File: config.mk
export PLATFORM = sky130hd
export DESIGN_NAME = frame_header_deframer_top
export DESIGN_NICKNAME = d
export VERILOG_FILES = /design/src/rtl/fhd_pkg.sv /design/src/rtl/fhd_front.sv /design/src/rtl/fhd_queue.sv /design/src/rtl/fhd_back.sv /design/src/rtl/frame_header_deframer_top.sv
export SDC_FILE = /design/constraint.sdc
export NUM_CORES = 1
export LEC_CHECK = 0
export BUFFER_PORTS_ARGS = -buffer_cell sky130_fd_sc_hd__clkbuf_2
export CAP_MARGIN = 20
export CORE_MARGIN = 4
export CORE_UTILIZATION = 45
export DETAILED_ROUTE_END_ITERATION = 10
export GPL_ROUTABILITY_DRIVEN = 0
export SYNTH_ARGS = -nofsm -noshare
export SYNTH_HDL_FRONTEND = slang
export SYNTH_SLANG_ARGS = --single-unit
File: constraint.sdc
create_clock -name clk -period 12.4 [get_ports clk]
set_clock_uncertainty 0.15 [all_clocks]
set_input_delay 1.86 -clock clk [delete_from_list [all_inputs] [get_ports clk]]
set_output_delay 1.86 -clock clk [all_outputs]
set_load 0.1 [all_outputs]
File: src/rtl/fhd_pkg.sv
// shared types, constants and helpers for the frame header deframer
package fhd_pkg;

    localparam int SEQ_BITS = 64;
    localparam logic [SEQ_BITS-1:0] SEQ_TOP = {SEQ_BITS{1'b1}};

    localparam int HDR_LEN = 20;
    localparam int HDR_IDX_W = 5;
    localparam logic [HDR_IDX_W-1:0] HDR_LAST = HDR_IDX_W'(HDR_LEN - 1);

    localparam int CFG_IDX_W = 4;
    localparam int CFG_DATA_W = 32;

    localparam logic [CFG_IDX_W-1:0] REG_WIRE_VERSION  = CFG_IDX_W'(0);
    localparam logic [CFG_IDX_W-1:0] REG_PAYLOAD_LIMIT = CFG_IDX_W'(1);
    localparam logic [CFG_IDX_W-1:0] REG_TYPE_LOWEST   = CFG_IDX_W'(2);
    localparam logic [CFG_IDX_W-1:0] REG_TYPE_HIGHEST  = CFG_IDX_W'(3);

    localparam logic [15:0] WIRE_VERSION_RST  = 16'd1;
    localparam logic [31:0] PAYLOAD_LIMIT_RST = 32'd1048576;
    localparam logic [15:0] TYPE_LOWEST_RST   = 16'd0;
    localparam logic [15:0] TYPE_HIGHEST_RST  = 16'hFFFF;

    localparam logic [1:0] KIND_HEADER  = 2'd0;
    localparam logic [1:0] KIND_PAYLOAD = 2'd1;
    localparam logic [1:0] KIND_ERROR   = 2'd2;

    localparam logic [2:0] ERR_MAGIC     = 3'd0;
    localparam logic [2:0] ERR_VERSION   = 3'd1;
    localparam logic [2:0] ERR_TYPE      = 3'd2;
    localparam logic [2:0] ERR_SEQUENCE  = 3'd3;
    localparam logic [2:0] ERR_LENGTH    = 3'd4;
    localparam logic [2:0] ERR_EXHAUSTED = 3'd5;

    localparam logic [7:0] MAGIC_0 = 8'h54;
    localparam logic [7:0] MAGIC_1 = 8'h50;
    localparam logic [7:0] MAGIC_2 = 8'h32;
    localparam logic [7:0] MAGIC_3 = 8'h50;

    localparam int QUEUE_DEPTH = 2;
    localparam int QUEUE_AW = 1;
    localparam int QUEUE_CW = 2;

    typedef struct packed {
        logic [1:0]  item_kind;
        logic [15:0] frame_type;
        logic [63:0] frame_sequence;
        logic [31:0] frame_length;
        logic [7:0]  payload_byte;
        logic        frame_last;
        logic [2:0]  error_code;
    } item_t;

    typedef struct packed {
        logic full;
        logic empty;
    } queue_status_t;

    function automatic logic [7:0] magic_byte(input logic [1:0] pos);
        logic [7:0] b;
        case (pos)
            2'd0:    b = MAGIC_0;
            2'd1:    b = MAGIC_1;
            2'd2:    b = MAGIC_2;
            default: b = MAGIC_3;
        endcase
        return b;
    endfunction

endpackage

File: src/rtl/fhd_front.sv
// front end: byte intake, header assembly, header checks and frame tracking
module fhd_front (
    input  logic                            clk,
    input  logic                            rst_n,
    input  logic                            stream_valid,
    input  logic [7:0]                      stream_byte,
    output logic                            stream_stall,
    input  logic                            cfg_write,
    input  logic [fhd_pkg::CFG_IDX_W-1:0]   cfg_index,
    input  logic [fhd_pkg::CFG_DATA_W-1:0]  cfg_data,
    input  fhd_pkg::queue_status_t          q_status,
    output logic                            push,
    output fhd_pkg::item_t                  push_word
);

    logic [15:0] wire_version_reg;
    logic [31:0] payload_limit_reg;
    logic [15:0] type_lowest_reg;
    logic [15:0] type_highest_reg;

    logic [fhd_pkg::HDR_IDX_W-1:0] hdr_idx_reg, hdr_idx_next;
    logic        magic_good_reg, magic_good_next;
    logic [15:0] version_reg, version_next;
    logic [15:0] type_reg, type_next;
    logic [63:0] seq_reg, seq_next;
    logic [31:0] len_reg, len_next;
    logic [fhd_pkg::SEQ_BITS-1:0] exp_reg, exp_next;
    logic [31:0] left_reg, left_next;
    logic        in_payload_reg, in_payload_next;
    logic        err_reg, err_next;

    logic        accept;
    logic [31:0] left_dec;
    logic        seq_exhausted;
    logic [1:0]  kind_v;
    logic [7:0]  byte_v;
    logic        last_v;
    logic [2:0]  code_v;

    assign stream_stall  = q_status.full;
    assign accept        = stream_valid && !q_status.full;
    assign left_dec      = left_reg - 32'd1;
    assign seq_exhausted = (exp_reg == fhd_pkg::SEQ_TOP);

    always_ff @(posedge clk or negedge rst_n)
    begin
        if (!rst_n)
        begin
            wire_version_reg  <= fhd_pkg::WIRE_VERSION_RST;
            payload_limit_reg <= fhd_pkg::PAYLOAD_LIMIT_RST;
            type_lowest_reg   <= fhd_pkg::TYPE_LOWEST_RST;
            type_highest_reg  <= fhd_pkg::TYPE_HIGHEST_RST;
        end
        else if (cfg_write)
        begin
            unique case (cfg_index)
                fhd_pkg::REG_WIRE_VERSION:  wire_version_reg  <= cfg_data[15:0];
                fhd_pkg::REG_PAYLOAD_LIMIT: payload_limit_reg <= cfg_data[31:0];
                fhd_pkg::REG_TYPE_LOWEST:   type_lowest_reg   <= cfg_data[15:0];
                fhd_pkg::REG_TYPE_HIGHEST:  type_highest_reg  <= cfg_data[15:0];
                default: ;
            endcase
        end
    end

    always_ff @(posedge clk or negedge rst_n)
    begin
        if (!rst_n)
        begin
            hdr_idx_reg    <= '0;
            magic_good_reg <= 1'b1;
            version_reg    <= '0;
            type_reg       <= '0;
            seq_reg        <= '0;
            len_reg        <= '0;
            exp_reg        <= '0;
            left_reg       <= '0;
            in_payload_reg <= 1'b0;
            err_reg        <= 1'b0;
        end
        else
        begin
            hdr_idx_reg    <= hdr_idx_next;
            magic_good_reg <= magic_good_next;
            version_reg    <= version_next;
            type_reg       <= type_next;
            seq_reg        <= seq_next;
            len_reg        <= len_next;
            exp_reg        <= exp_next;
            left_reg       <= left_next;
            in_payload_reg <= in_payload_next;
            err_reg        <= err_next;
        end
    end

    always_comb
    begin
        hdr_idx_next    = hdr_idx_reg;
        magic_good_next = magic_good_reg;
        version_next    = version_reg;
        type_next       = type_reg;
        seq_next        = seq_reg;
        len_next        = len_reg;
        exp_next        = exp_reg;
        left_next       = left_reg;
        in_payload_next = in_payload_reg;
        err_next        = err_reg;
        push            = 1'b0;
        kind_v          = fhd_pkg::KIND_HEADER;
        byte_v          = 8'd0;
        last_v          = 1'b0;
        code_v          = fhd_pkg::ERR_MAGIC;

        if (accept && !err_reg)
        begin
            if (in_payload_reg)
            begin
                left_next = left_dec;
                push      = 1'b1;
                if (left_dec != 32'd0)
                begin
                    kind_v = fhd_pkg::KIND_PAYLOAD;
                    byte_v = stream_byte;
                end
                else if (seq_exhausted)
                begin
                    kind_v          = fhd_pkg::KIND_ERROR;
                    code_v          = fhd_pkg::ERR_EXHAUSTED;
                    err_next        = 1'b1;
                    in_payload_next = 1'b0;
                end
                else
                begin
                    kind_v          = fhd_pkg::KIND_PAYLOAD;
                    byte_v          = stream_byte;
                    last_v          = 1'b1;
                    exp_next        = exp_reg + 1'b1;
                    hdr_idx_next    = '0;
                    magic_good_next = 1'b1;
                    in_payload_next = 1'b0;
                end
            end
            else
            begin
                // magic bytes at positions zero to three
                if (hdr_idx_reg < fhd_pkg::HDR_IDX_W'(4) &&
                    stream_byte != fhd_pkg::magic_byte(hdr_idx_reg[1:0]))
                begin
                    magic_good_next = 1'b0;
                end
                if (hdr_idx_reg == fhd_pkg::HDR_IDX_W'(4) ||
                    hdr_idx_reg == fhd_pkg::HDR_IDX_W'(5))
                begin
                    version_next = {version_reg[7:0], stream_byte};
                end
                else if (hdr_idx_reg == fhd_pkg::HDR_IDX_W'(6) ||
                         hdr_idx_reg == fhd_pkg::HDR_IDX_W'(7))
                begin
                    type_next = {type_reg[7:0], stream_byte};
                end
                else if (hdr_idx_reg >= fhd_pkg::HDR_IDX_W'(8) &&
                         hdr_idx_reg <= fhd_pkg::HDR_IDX_W'(15))
                begin
                    seq_next = {seq_reg[55:0], stream_byte};
                end
                else if (hdr_idx_reg >= fhd_pkg::HDR_IDX_W'(16) &&
                         hdr_idx_reg <= fhd_pkg::HDR_LAST)
                begin
                    len_next = {len_reg[23:0], stream_byte};
                end

                if (hdr_idx_reg != fhd_pkg::HDR_LAST)
                begin
                    hdr_idx_next = hdr_idx_reg + 1'b1;
                end
                else
                begin
                    push = 1'b1;
                    if (!magic_good_next)
                    begin
                        kind_v = fhd_pkg::KIND_ERROR;
                        code_v = fhd_pkg::ERR_MAGIC;
                    end
                    else if (version_next != wire_version_reg)
                    begin
                        kind_v = fhd_pkg::KIND_ERROR;
                        code_v = fhd_pkg::ERR_VERSION;
                    end
                    else if (type_next < type_lowest_reg || type_next > type_highest_reg)
                    begin
                        kind_v = fhd_pkg::KIND_ERROR;
                        code_v = fhd_pkg::ERR_TYPE;
                    end
                    else if (seq_next != 64'(exp_reg))
                    begin
                        kind_v = fhd_pkg::KIND_ERROR;
                        code_v = fhd_pkg::ERR_SEQUENCE;
                    end
                    else if (len_next > payload_limit_reg)
                    begin
                        kind_v = fhd_pkg::KIND_ERROR;
                        code_v = fhd_pkg::ERR_LENGTH;
                    end
                    else if (len_next != 32'd0)
                    begin
                        kind_v          = fhd_pkg::KIND_HEADER;
                        left_next       = len_next;
                        in_payload_next = 1'b1;
                    end
                    else if (seq_exhausted)
                    begin
                        kind_v = fhd_pkg::KIND_ERROR;
                        code_v = fhd_pkg::ERR_EXHAUSTED;
                    end
                    else
                    begin
                        // empty payload closes the frame on the header word
                        kind_v          = fhd_pkg::KIND_HEADER;
                        last_v          = 1'b1;
                        exp_next        = exp_reg + 1'b1;
                        hdr_idx_next    = '0;
                        magic_good_next = 1'b1;
                    end

                    if (kind_v == fhd_pkg::KIND_ERROR)
                    begin
                        err_next        = 1'b1;
                        in_payload_next = 1'b0;
                    end
                end
            end
        end

        push_word.item_kind      = kind_v;
        push_word.frame_type     = type_next;
        push_word.frame_sequence = seq_next;
        push_word.frame_length   = len_next;
        push_word.payload_byte   = byte_v;
        push_word.frame_last     = last_v;
        push_word.error_code     = (kind_v == fhd_pkg::KIND_ERROR) ? code_v : fhd_pkg::ERR_MAGIC;
    end

endmodule

File: src/rtl/fhd_queue.sv
// short result queue between the front end and the output stage
module fhd_queue (
    input  logic                    clk,
    input  logic                    rst_n,
    input  logic                    push,
    input  fhd_pkg::item_t          push_word,
    input  logic                    pop,
    output fhd_pkg::item_t          head_word,
    output fhd_pkg::queue_status_t  status
);

    fhd_pkg::item_t entry_reg [fhd_pkg::QUEUE_DEPTH];

    logic [fhd_pkg::QUEUE_AW-1:0] wr_ptr_reg, wr_ptr_next;
    logic [fhd_pkg::QUEUE_AW-1:0] rd_ptr_reg, rd_ptr_next;
    logic [fhd_pkg::QUEUE_CW-1:0] count_reg, count_next;
    logic                         do_push;
    logic                         do_pop;

    assign status.full  = (count_reg == fhd_pkg::QUEUE_CW'(fhd_pkg::QUEUE_DEPTH));
    assign status.empty = (count_reg == '0);
    assign do_push      = push && !status.full;
    assign do_pop       = pop && !status.empty;
    assign head_word    = entry_reg[rd_ptr_reg];

    always_comb
    begin
        wr_ptr_next = do_push ? wr_ptr_reg + 1'b1 : wr_ptr_reg;
        rd_ptr_next = do_pop ? rd_ptr_reg + 1'b1 : rd_ptr_reg;
        count_next  = count_reg;
        if (do_push && !do_pop)
        begin
            count_next = count_reg + 1'b1;
        end
        else if (do_pop && !do_push)
        begin
            count_next = count_reg - 1'b1;
        end
    end

    always_ff @(posedge clk or negedge rst_n)
    begin
        if (!rst_n)
        begin
            wr_ptr_reg <= '0;
            rd_ptr_reg <= '0;
            count_reg  <= '0;
        end
        else
        begin
            wr_ptr_reg <= wr_ptr_next;
            rd_ptr_reg <= rd_ptr_next;
            count_reg  <= count_next;
        end
    end

    always_ff @(posedge clk)
    begin
        if (do_push)
        begin
            entry_reg[wr_ptr_reg] <= push_word;
        end
    end

endmodule

File: src/rtl/fhd_back.sv
// output stage: drains the queue into the registered result channel
module fhd_back (
    input  logic                    clk,
    input  logic                    rst_n,
    input  fhd_pkg::item_t          head_word,
    input  fhd_pkg::queue_status_t  q_status,
    output logic                    pop,
    input  logic                    item_stall,
    output logic                    item_valid,
    output fhd_pkg::item_t          item_word
);

    logic           valid_reg, valid_next;
    fhd_pkg::item_t word_reg;

    assign pop        = !q_status.empty && (!valid_reg || !item_stall);
    assign item_valid = valid_reg;
    assign item_word  = word_reg;

    always_comb
    begin
        if (pop)
        begin
            valid_next = 1'b1;
        end
        else if (!item_stall)
        begin
            valid_next = 1'b0;
        end
        else
        begin
            valid_next = valid_reg;
        end
    end

    always_ff @(posedge clk or negedge rst_n)
    begin
        if (!rst_n)
        begin
            valid_reg <= 1'b0;
        end
        else
        begin
            valid_reg <= valid_next;
        end
    end

    always_ff @(posedge clk)
    begin
        if (pop)
        begin
            word_reg <= head_word;
        end
    end

endmodule

File: src/rtl/frame_header_deframer_top.sv
// frame header deframer top level
// one input word per cycle sustained, input stalls only while the result queue is full
// a result word passes through the queue entry and then the output register before it is shown
// header checks run in the cycle the last header byte is taken, all in parallel, the first failing one reported
// header bytes other than the last produce no result
// reset is asynchronous: parser, sequence, queue and output valid clear, registers take defaults
module frame_header_deframer_top (
    input  logic                            clk,
    input  logic                            rst_n,
    input  logic                            stream_valid,
    input  logic [7:0]                      stream_byte,
    output logic                            stream_stall,
    input  logic                            cfg_valid,
    output logic                            cfg_ready,
    input  logic [fhd_pkg::CFG_IDX_W-1:0]   cfg_index,
    input  logic [fhd_pkg::CFG_DATA_W-1:0]  cfg_data,
    output logic                            item_valid,
    input  logic                            item_stall,
    output logic [1:0]                      item_kind,
    output logic [15:0]                     frame_type,
    output logic [63:0]                     frame_sequence,
    output logic [31:0]                     frame_length,
    output logic [7:0]                      payload_byte,
    output logic                            frame_last,
    output logic [2:0]                      error_code
);

    fhd_pkg::queue_status_t q_status;
    fhd_pkg::item_t         push_word;
    fhd_pkg::item_t         head_word;
    fhd_pkg::item_t         item_word;
    logic                   push;
    logic                   pop;

    assign cfg_ready = 1'b1;

    fhd_front u_front (
        .clk          (clk),
        .rst_n        (rst_n),
        .stream_valid (stream_valid),
        .stream_byte  (stream_byte),
        .stream_stall (stream_stall),
        .cfg_write    (cfg_valid && cfg_ready),
        .cfg_index    (cfg_index),
        .cfg_data     (cfg_data),
        .q_status     (q_status),
        .push         (push),
        .push_word    (push_word)
    );

    fhd_queue u_queue (
        .clk       (clk),
        .rst_n     (rst_n),
        .push      (push),
        .push_word (push_word),
        .pop       (pop),
        .head_word (head_word),
        .status    (q_status)
    );

    fhd_back u_back (
        .clk        (clk),
        .rst_n      (rst_n),
        .head_word  (head_word),
        .q_status   (q_status),
        .pop        (pop),
        .item_stall (item_stall),
        .item_valid (item_valid),
        .item_word  (item_word)
    );

    assign item_kind      = item_word.item_kind;
    assign frame_type     = item_word.frame_type;
    assign frame_sequence = item_word.frame_sequence;
    assign frame_length   = item_word.frame_length;
    assign payload_byte   = item_word.payload_byte;
    assign frame_last     = item_word.frame_last;
    assign error_code     = item_word.error_code;

endmodule

==> impl_table.tex, run 1 <==
\begin{tabular}{lr}
\hline
Metric & Value \\
\hline
\multicolumn{2}{l}{\textbf{Layout}} \\
Most common library cell in the layout ignoring fill and taps & edfxtp\_1 \\
Final core utilization & 51.7\% \\
Synth-to-layout area growth & 13.4\% \\
Most used cells in the layout excluding fill and tap cells & 378 x edfxtp\_1, 297 x dfrtp\_1, 266 x mux2\_2, 250 x nand2\_1, 175 x clkbuf\_2 \\
Share of post-route cells with drive strength above 1 & 23.0\% \\
Number of flip-flops under the largest register name & 252 \\
Nets@finish & 2881 \\
Non-filler cells, final & 3760 \\
Filler cell count in the final layout & 6128 \\
\multicolumn{2}{l}{\textbf{Placement}} \\
Sum of net half-perimeters after detailed placement & 59700 µm \\
Quantity of I/O buffers inserted on ports & 176 \\
Placed Cells incl. Taps & 3621 \\
\multicolumn{2}{l}{\textbf{Logic synthesis}} \\
Number of warnings printed during yosys synthesis & 0 \\
Sequential fraction of the synthesis area & 60.4\% \\
Share of flip-flops with an asynchronous set or reset after synthesis & 45.6\% \\
Dominant cell type by area after synthesis & edfxtp\_1 \\
Top post-synthesis cells by area & edfxtp\_1 36\%, dfrtp\_1 23\%, mux2\_2 9.4\%, nand2\_1 3.0\%, ha\_1 2.9\% \\
Synthesis-stage register bit count & 695 \\
Number of enable flip-flop cells after synthesis & 378 \\
Number of distinct library cells after synthesis & 85 \\
Most common flop cell mapped by yosys & edfxtp\_1 \\
Number of nets in the synthesized netlist & 2720 \\
Mean post-synth cell area & 12.3 µm² \\
Synth top area share & 35.5\% \\
Synthesized area & 31900 µm² \\
Cell count after synthesis & 2597 \\
\multicolumn{2}{l}{\textbf{GRT}} \\
Total global-route track usage & 22.7\% \\
Most utilized layer in the global route result & met2 \\
GR met1 Demand/Resource & 30.2\% \\
Grt met3 use & 4.17\% \\
First-pass GRT wire length & 131000 µm \\
Number of global-route vias before repair & 21545 \\
Congestion Overflow GR & 0 \\
Antenna violations before repair & 5 \\
Met2 Track Usage GR & 37.0\% \\
Largest net degree at the start of global routing & 116 \\
\multicolumn{2}{l}{\textbf{Clock network}} \\
\# H-tree levels & 3 \\
Cts hold-fix bufs & 0 \\
Clock slew at the register clock pins of the worst setup and hold paths & 60 ps \\
Buffer type at the clock tree root & clkbuf\_16 \\
Latest clock arrival within the worst-skew pair & 620 ps \\
Buffers from clock root to sink, at most & 3 \\
Gates resized, CTS repair & 0 \\
Post-CTS Setup Bufs & 0 \\
Clock tree from TritonCTS & done \\
Clock sink total & 695 \\
CTS Buf Count & 75 \\
\multicolumn{2}{l}{\textbf{Worst hold path}} \\
Min-Delay Endpoint & u\_front.payload\_limit\_reg[10] \\
Type of the most critical hold path & reg -> reg \\
Min-delay src & u\_front.payload\_limit\_reg[10] \\
Min-Delay Path Depth & 1 \\
\multicolumn{2}{l}{\textbf{Detailed routing}} \\
Routed WL per cell & 22.8 µm \\
Detail Route Antenna Nets & 0 \\
Detail-routed via count per cell & 5.72 \\
Wire length after detailed routing & 85600 µm \\
Detailed Routing Iterations Pass 1 & 9 \\
Count of vias placed by the detailed router & 21515 \\
Number of design rule violations left after detail routing & 0 \\
Count of routing violations after the opening detailed-route iteration & 2142 \\
\multicolumn{2}{l}{\textbf{Floorplanning}} \\
Starting density of the core & 45.5\% \\
Total number of placement rows & 97 \\
Core region area & 70100 µm² \\
Overall die height & 274 µm \\
Top Ports & 178 \\
Floorplan die area & 75300 µm² \\
Overall die width & 274 µm \\
\multicolumn{2}{l}{\textbf{Worst setup path}} \\
CP Data Required Time & 12740 ps \\
Crit path arrival time & 6570 ps \\
Reg2Reg Depth & 17 \\
Register-to-register path setup slack & 6170 ps \\
Launching point of the worst reg2reg path & u\_front.hdr\_idx\_reg[0] \\
Critical path launch point type & flip-flop \\
Critical setup path kind & reg -> reg \\
Worst setup EP type & flip-flop \\
Largest fanout on the critical path & 64 \\
Endpoint of the lowest-slack register-to-register path & u\_front.exp\_reg[1] \\
\multicolumn{2}{l}{\textbf{STA}} \\
Setup violators final & 0 \\
Time the final worst path needs with I/O delays and setup & 6230 ps \\
Rel. slew slack & 29.5\% \\
Final count of hold timing violations & 0 \\
Slew @ Worst Pin & 1060 ps \\
Share of the clock period used by the worst path & 50.2\% \\
Maximum clock rate & 161 MHz \\
Setup repair after global routing missed its margin & no \\
Sum Neg Setup Slack & 0 ps \\
Max-slew violation count & 0 \\
\multicolumn{2}{l}{\textbf{Power}} \\
Internal cell power & 5.20 mW \\
Relative contribution of the clock network to total power & 24.8\% \\
Proportion of power drawn by combinational gates & 36.1\% \\
Relative contribution of sequential cells to total power & 39.1\% \\
Total leakage power & 14.7 nW \\
Net Sw Power & 3.71 mW \\
Pwr Density & 246 nW/µm² \\
Highest ir drop seen on vdd & 0.000174 V \\
Share of total power consumed by net switching & 41.7\% \\
\multicolumn{2}{l}{\textbf{Run status}} \\
Outcome & complete, no violations \\
\multicolumn{2}{l}{\textbf{Run}} \\
Number of max-cap violations & 0 \\
\hline
\end{tabular}
layer usage:
layer | wire, µm | vias up | part of all wire [%]
met5 | 27 | - | 0.032
met4 | 3620 | 4 | 4.2
met3 | 5660 | 227 | 6.6
met2 | 40700 | 832 | 48
met1 | 35600 | 10655 | 42
li1 | - | 9797 | -
worst max-delay path, cell delays in order (launching register included):
cell       delay [ps]
dfrtp_1           540
ha_1              410
and3_1            200
ha_1              270
inv_1             110
o2111ai_4         100
buf_4             480
mux2i_1           580
inv_1             130
ha_1              300
nand2_1            60
nor3_1            390
nor3b_1           120
nor3_1            660
and4b_1           360
a31oi_4           170
buf_4             630
mux2_1            380
cells in the mapped netlist (all sizes together) (8+ instances only):
library cell / number
a2111oi: 9
a211oi: 10
a21o: 15
a21oi: 75
a22oi: 13
and2: 13
and3: 10
buf: 26
clkbuf: 95
dfrtp: 298
dfstp: 19
edfxtp: 378
ha: 74
inv: 164
mux2: 267
mux2i: 40
nand2: 252
nand2b: 32
nand3: 86
nand4: 50
nor2: 109
nor2b: 17
nor3: 73
nor3b: 8
nor4: 54
o2111ai: 9
o211ai: 20
o21ai: 111
o22ai: 32
or3: 21
or4: 12
xnor2: 66
xor2: 50
per-stage QoR:
stage	hold slack, ps	instance area [µm²]	power [mW]	setup WS [ps]
CTS	358	36200	8.96	6250
floorplan	300	31900	5.85	3210
global route	373	36200	9.32	5800
detailed placement	345	33800	6.73	6080
global placement	341	33800	6.66	6180
finish	358	36200	8.92	6170
power groups by stage:
| stage | Sequential, mW | Combinational (mW) | Clock [mW] |
|---|---|---|---|
| after detailed placement | 3.51 | 3.21 | 0 |
| final | 3.49 | 3.22 | 2.21 |
| after global routing | 3.53 | 3.43 | 2.36 |
| after CTS | 3.48 | 3.22 | 2.26 |
| after global placement | 3.51 | 3.16 | 0 |
| after floorplan | 4.43 | 1.43 | 0 |
kinds of logic after synthesis:
family	after synthesis	synth area share, %
AO/OA/AOI/OAI	359	7.28
XOR/XNOR	116	3.18
adder cells (fa/ha/maj)	74	2.90
buffers and inverters	285	3.49
flip-flops	695	60.4
multiplexers	307	10.7
other	1	0.0117
AND/OR/NAND/NOR	760	12.0
how the worst max path moves through the flow:
| stage | from | cells after the start | to | slack, ps |
|---|---|---|---|---|
| 2_1_floorplan | stream_valid | 4 | u_queue.entry_reg[0][0] | 3210 |
| 4_1_cts | u_front.hdr_idx_reg[0] | 18 | u_front.exp_reg[1] | 6250 |
| 6_report | u_front.hdr_idx_reg[0] | 17 | u_front.exp_reg[1] | 6170 |
| 3_5_place_dp | stream_byte[5] | 15 | u_front.exp_reg[1] | 6080 |
| 3_3_place_gp | stream_byte[5] | 15 | u_front.exp_reg[1] | 6180 |
| 5_1_grt | u_front.hdr_idx_reg[0] | 20 | u_front.exp_reg[43] | 5800 |
area by class of cell:
cell class	instances	area (µm²)	area share, %
flip-flops and latches	695	19300	53.3
multi-input cells	1617	11600	32.0
clock buffers	102	2100	5.80
well taps	940	1180	3.25
repair buffers	205	1110	3.07
inverters	164	618	1.71
clock inverters	34	319	0.880
diodes	3	7.51	0.0207
Power figures use the tool's default switching activity.
==> run 2, diff against run 1 <==
Clock period 12.4 ns to 6.2 ns, I/O delays scaled along.
==> run 2 against run 1 <==
Total power is 110% higher. Largest power group unchanged. Non-clock buffer count is 21 higher. Sequential power is 98% higher. Largest cell class unchanged. Cell count is 0.53% higher. Highest routed layer is now met4. Combinational power is 110% higher. Clock power is 120% higher. Die area stayed put.
==> impl_table.tex, run 2 (synthesized netlist as in run 1, its figures left out) <==
\begin{tabular}{lr}
\hline
Metric & Value \\
\hline
\multicolumn{2}{l}{\textbf{Worst setup path}} \\
Register-to-register path setup slack & 420 ps \\
Worst setup path startpoint & u\_front.hdr\_idx\_reg[0] \\
CP Data Required Time & 6540 ps \\
Worst setup EP type & flip-flop \\
Crit path arrival time & 6120 ps \\
Critical setup path kind & reg -> reg \\
Largest fanout on the critical path & 64 \\
Critical path launch point type & flip-flop \\
Launching point of the worst reg2reg path & u\_front.hdr\_idx\_reg[0] \\
\multicolumn{2}{l}{\textbf{Clock network}} \\
Buffer type at the clock tree root & clkbuf\_16 \\
Latest clock arrival within the worst-skew pair & 620 ps \\
Buffers from clock root to sink, at most & 3 \\
\# H-tree levels & 3 \\
Clock slew at the register clock pins of the worst setup and hold paths & 60 ps \\
Clock sink total & 695 \\
CTS Buf Count & 75 \\
Clock tree from TritonCTS & done \\
\multicolumn{2}{l}{\textbf{GRT}} \\
Total global-route track usage & 22.7\% \\
Congestion Overflow GR & 0 \\
Number of global-route vias before repair & 21546 \\
First-pass GRT wire length & 131000 µm \\
Antenna violations before repair & 2 \\
Largest net degree at the start of global routing & 161 \\
\multicolumn{2}{l}{\textbf{Detailed routing}} \\
Detail-routed via count per cell & 5.74 \\
Count of vias placed by the detailed router & 21713 \\
Detailed Routing Iterations Pass 1 & 6 \\
Number of design rule violations left after detail routing & 0 \\
Count of routing violations after the opening detailed-route iteration & 2015 \\
Detail Route Antenna Nets & 0 \\
Routed WL per cell & 22.9 µm \\
Wire length after detailed routing & 86400 µm \\
\multicolumn{2}{l}{\textbf{Worst hold path}} \\
Min-delay src & u\_front.payload\_limit\_reg[13] \\
Type of the most critical hold path & reg -> reg \\
\multicolumn{2}{l}{\textbf{Placement}} \\
Sum of net half-perimeters after detailed placement & 60700 µm \\
Quantity of I/O buffers inserted on ports & 176 \\
\multicolumn{2}{l}{\textbf{Layout}} \\
Synth-to-layout area growth & 15.1\% \\
Most common library cell in the layout ignoring fill and taps & edfxtp\_1 \\
Nets@finish & 2903 \\
Share of post-route cells with drive strength above 1 & 23.7\% \\
Most used cells in the layout excluding fill and tap cells & 378 x edfxtp\_1, 297 x dfrtp\_1, 266 x mux2\_2, 250 x nand2\_1, 175 x clkbuf\_2 \\
Number of flip-flops under the largest register name & 252 \\
Final core utilization & 52.4\% \\
Number of antenna diodes & 0 \\
\multicolumn{2}{l}{\textbf{Floorplanning}} \\
Overall die width & 274 µm \\
Overall die height & 274 µm \\
Starting density of the core & 45.5\% \\
Floorplan die area & 75300 µm² \\
Total number of placement rows & 97 \\
Core region area & 70100 µm² \\
Top Ports & 178 \\
\multicolumn{2}{l}{\textbf{STA}} \\
Slew @ Worst Pin & 1040 ps \\
Share of the clock period used by the worst path & 93.2\% \\
Setup repair after global routing missed its margin & no \\
Maximum clock rate & 173 MHz \\
Setup violators final & 0 \\
Final count of hold timing violations & 0 \\
Time the final worst path needs with I/O delays and setup & 5780 ps \\
Rel. slew slack & 29.9\% \\
Sum Neg Setup Slack & 0 ps \\
Max-slew violation count & 0 \\
\multicolumn{2}{l}{\textbf{Run status}} \\
Outcome & complete, no violations \\
\multicolumn{2}{l}{\textbf{Power}} \\
Pwr Density & 499 nW/µm² \\
Highest ir drop seen on vdd & 0.000360 V \\
Total leakage power & 15.0 nW \\
\multicolumn{2}{l}{\textbf{Run}} \\
Number of max-cap violations & 0 \\
\hline
\end{tabular}
run 2: cell count changes in the layout (fill, tap and decap cells not counted), moves of 2 or more:
cell / change
buf_12: +7
buf_4: +12
bufinv_16: +9
clkbuf_1: -4
clkinv_1: +2
clkinv_2: -6
clkinv_4: -2
clkinvlp_4: +2
diode_2: -3
run 2: worst paths after layout:
path                                                 end  cells after the start
setup reg to reg                      u_front.exp_reg[1]                     19
hold reg to reg            u_front.payload_limit_reg[13]                      1
hold / removal             u_front.payload_limit_reg[13]                      1
max in group asynchronous            u_front.len_reg[27]                      3
min in group asynchronous    u_front.type_lowest_reg[15]                      2
setup / recovery                      u_front.exp_reg[1]                     19
run 2: final cells by class:
| class | instances | area, µm² |
|---|---|---|
| clock buffer | 98 | 2100 |
| clock inverter | 39 | 567 |
| fill | 6110 | 33400 |
| inverter | 164 | 618 |
| multi-input combinational | 1618 | 11600 |
| sequential | 695 | 19300 |
| tap | 940 | 1180 |
| timing repair buffer | 226 | 1380 |
run 2: timing repair:
action                     CTS  global route
hold buffers                 1             0
gates resized for setup      0             4
buffers inserted             0             7
setup endpoints to repair    0            91
hold endpoints to repair    22             0
run 2: worst max-delay path, cell delays in order, from the launching register on:
cell and delay [ps]:
dfrtp_1 490, ha_2 330, and3_1 220, ha_1 260, inv_1 240, o2111ai_4 410
buf_4 300, mux2i_1 330, inv_1 100, ha_1 290, nand4_1 110, nor4_1 300
o21ai_0 150, o211ai_1 170, a21oi_1 80, nor3_2 450, and4b_1 340, a31oi_4 210
buf_12 320, mux2_1 360
run 2: power breakdown:
part           internal, mW  switching [mW]
clock network          2.97            1.82
logic                  1.77            4.85
registers              6.11           0.806
run 2: through the flow:
stage	setup slack [ps]	power (mW)	hold slack, ps	instances	area, µm²
3_3_place_gp	403	13.4	338	3632	34000
5_1_grt	73.4	19.1	360	3780	36800
3_5_place_dp	214	13.5	345	3633	34000
6_report	421	18.3	353	3780	36800
4_1_cts	204	18.3	357	3771	36700
2_1_floorplan	277	11.7	300	2597	31900
run 2: routing by layer:
layer  global-route usage [%]  up-vias  part of all wire [%]
li1                         -     9837                     -
met1                     29.8    10751                    41
met2                     37.5      894                    48
met3                     4.48      231                   7.2
met4                     8.45        0                   4.0
met5                        0        -                     0
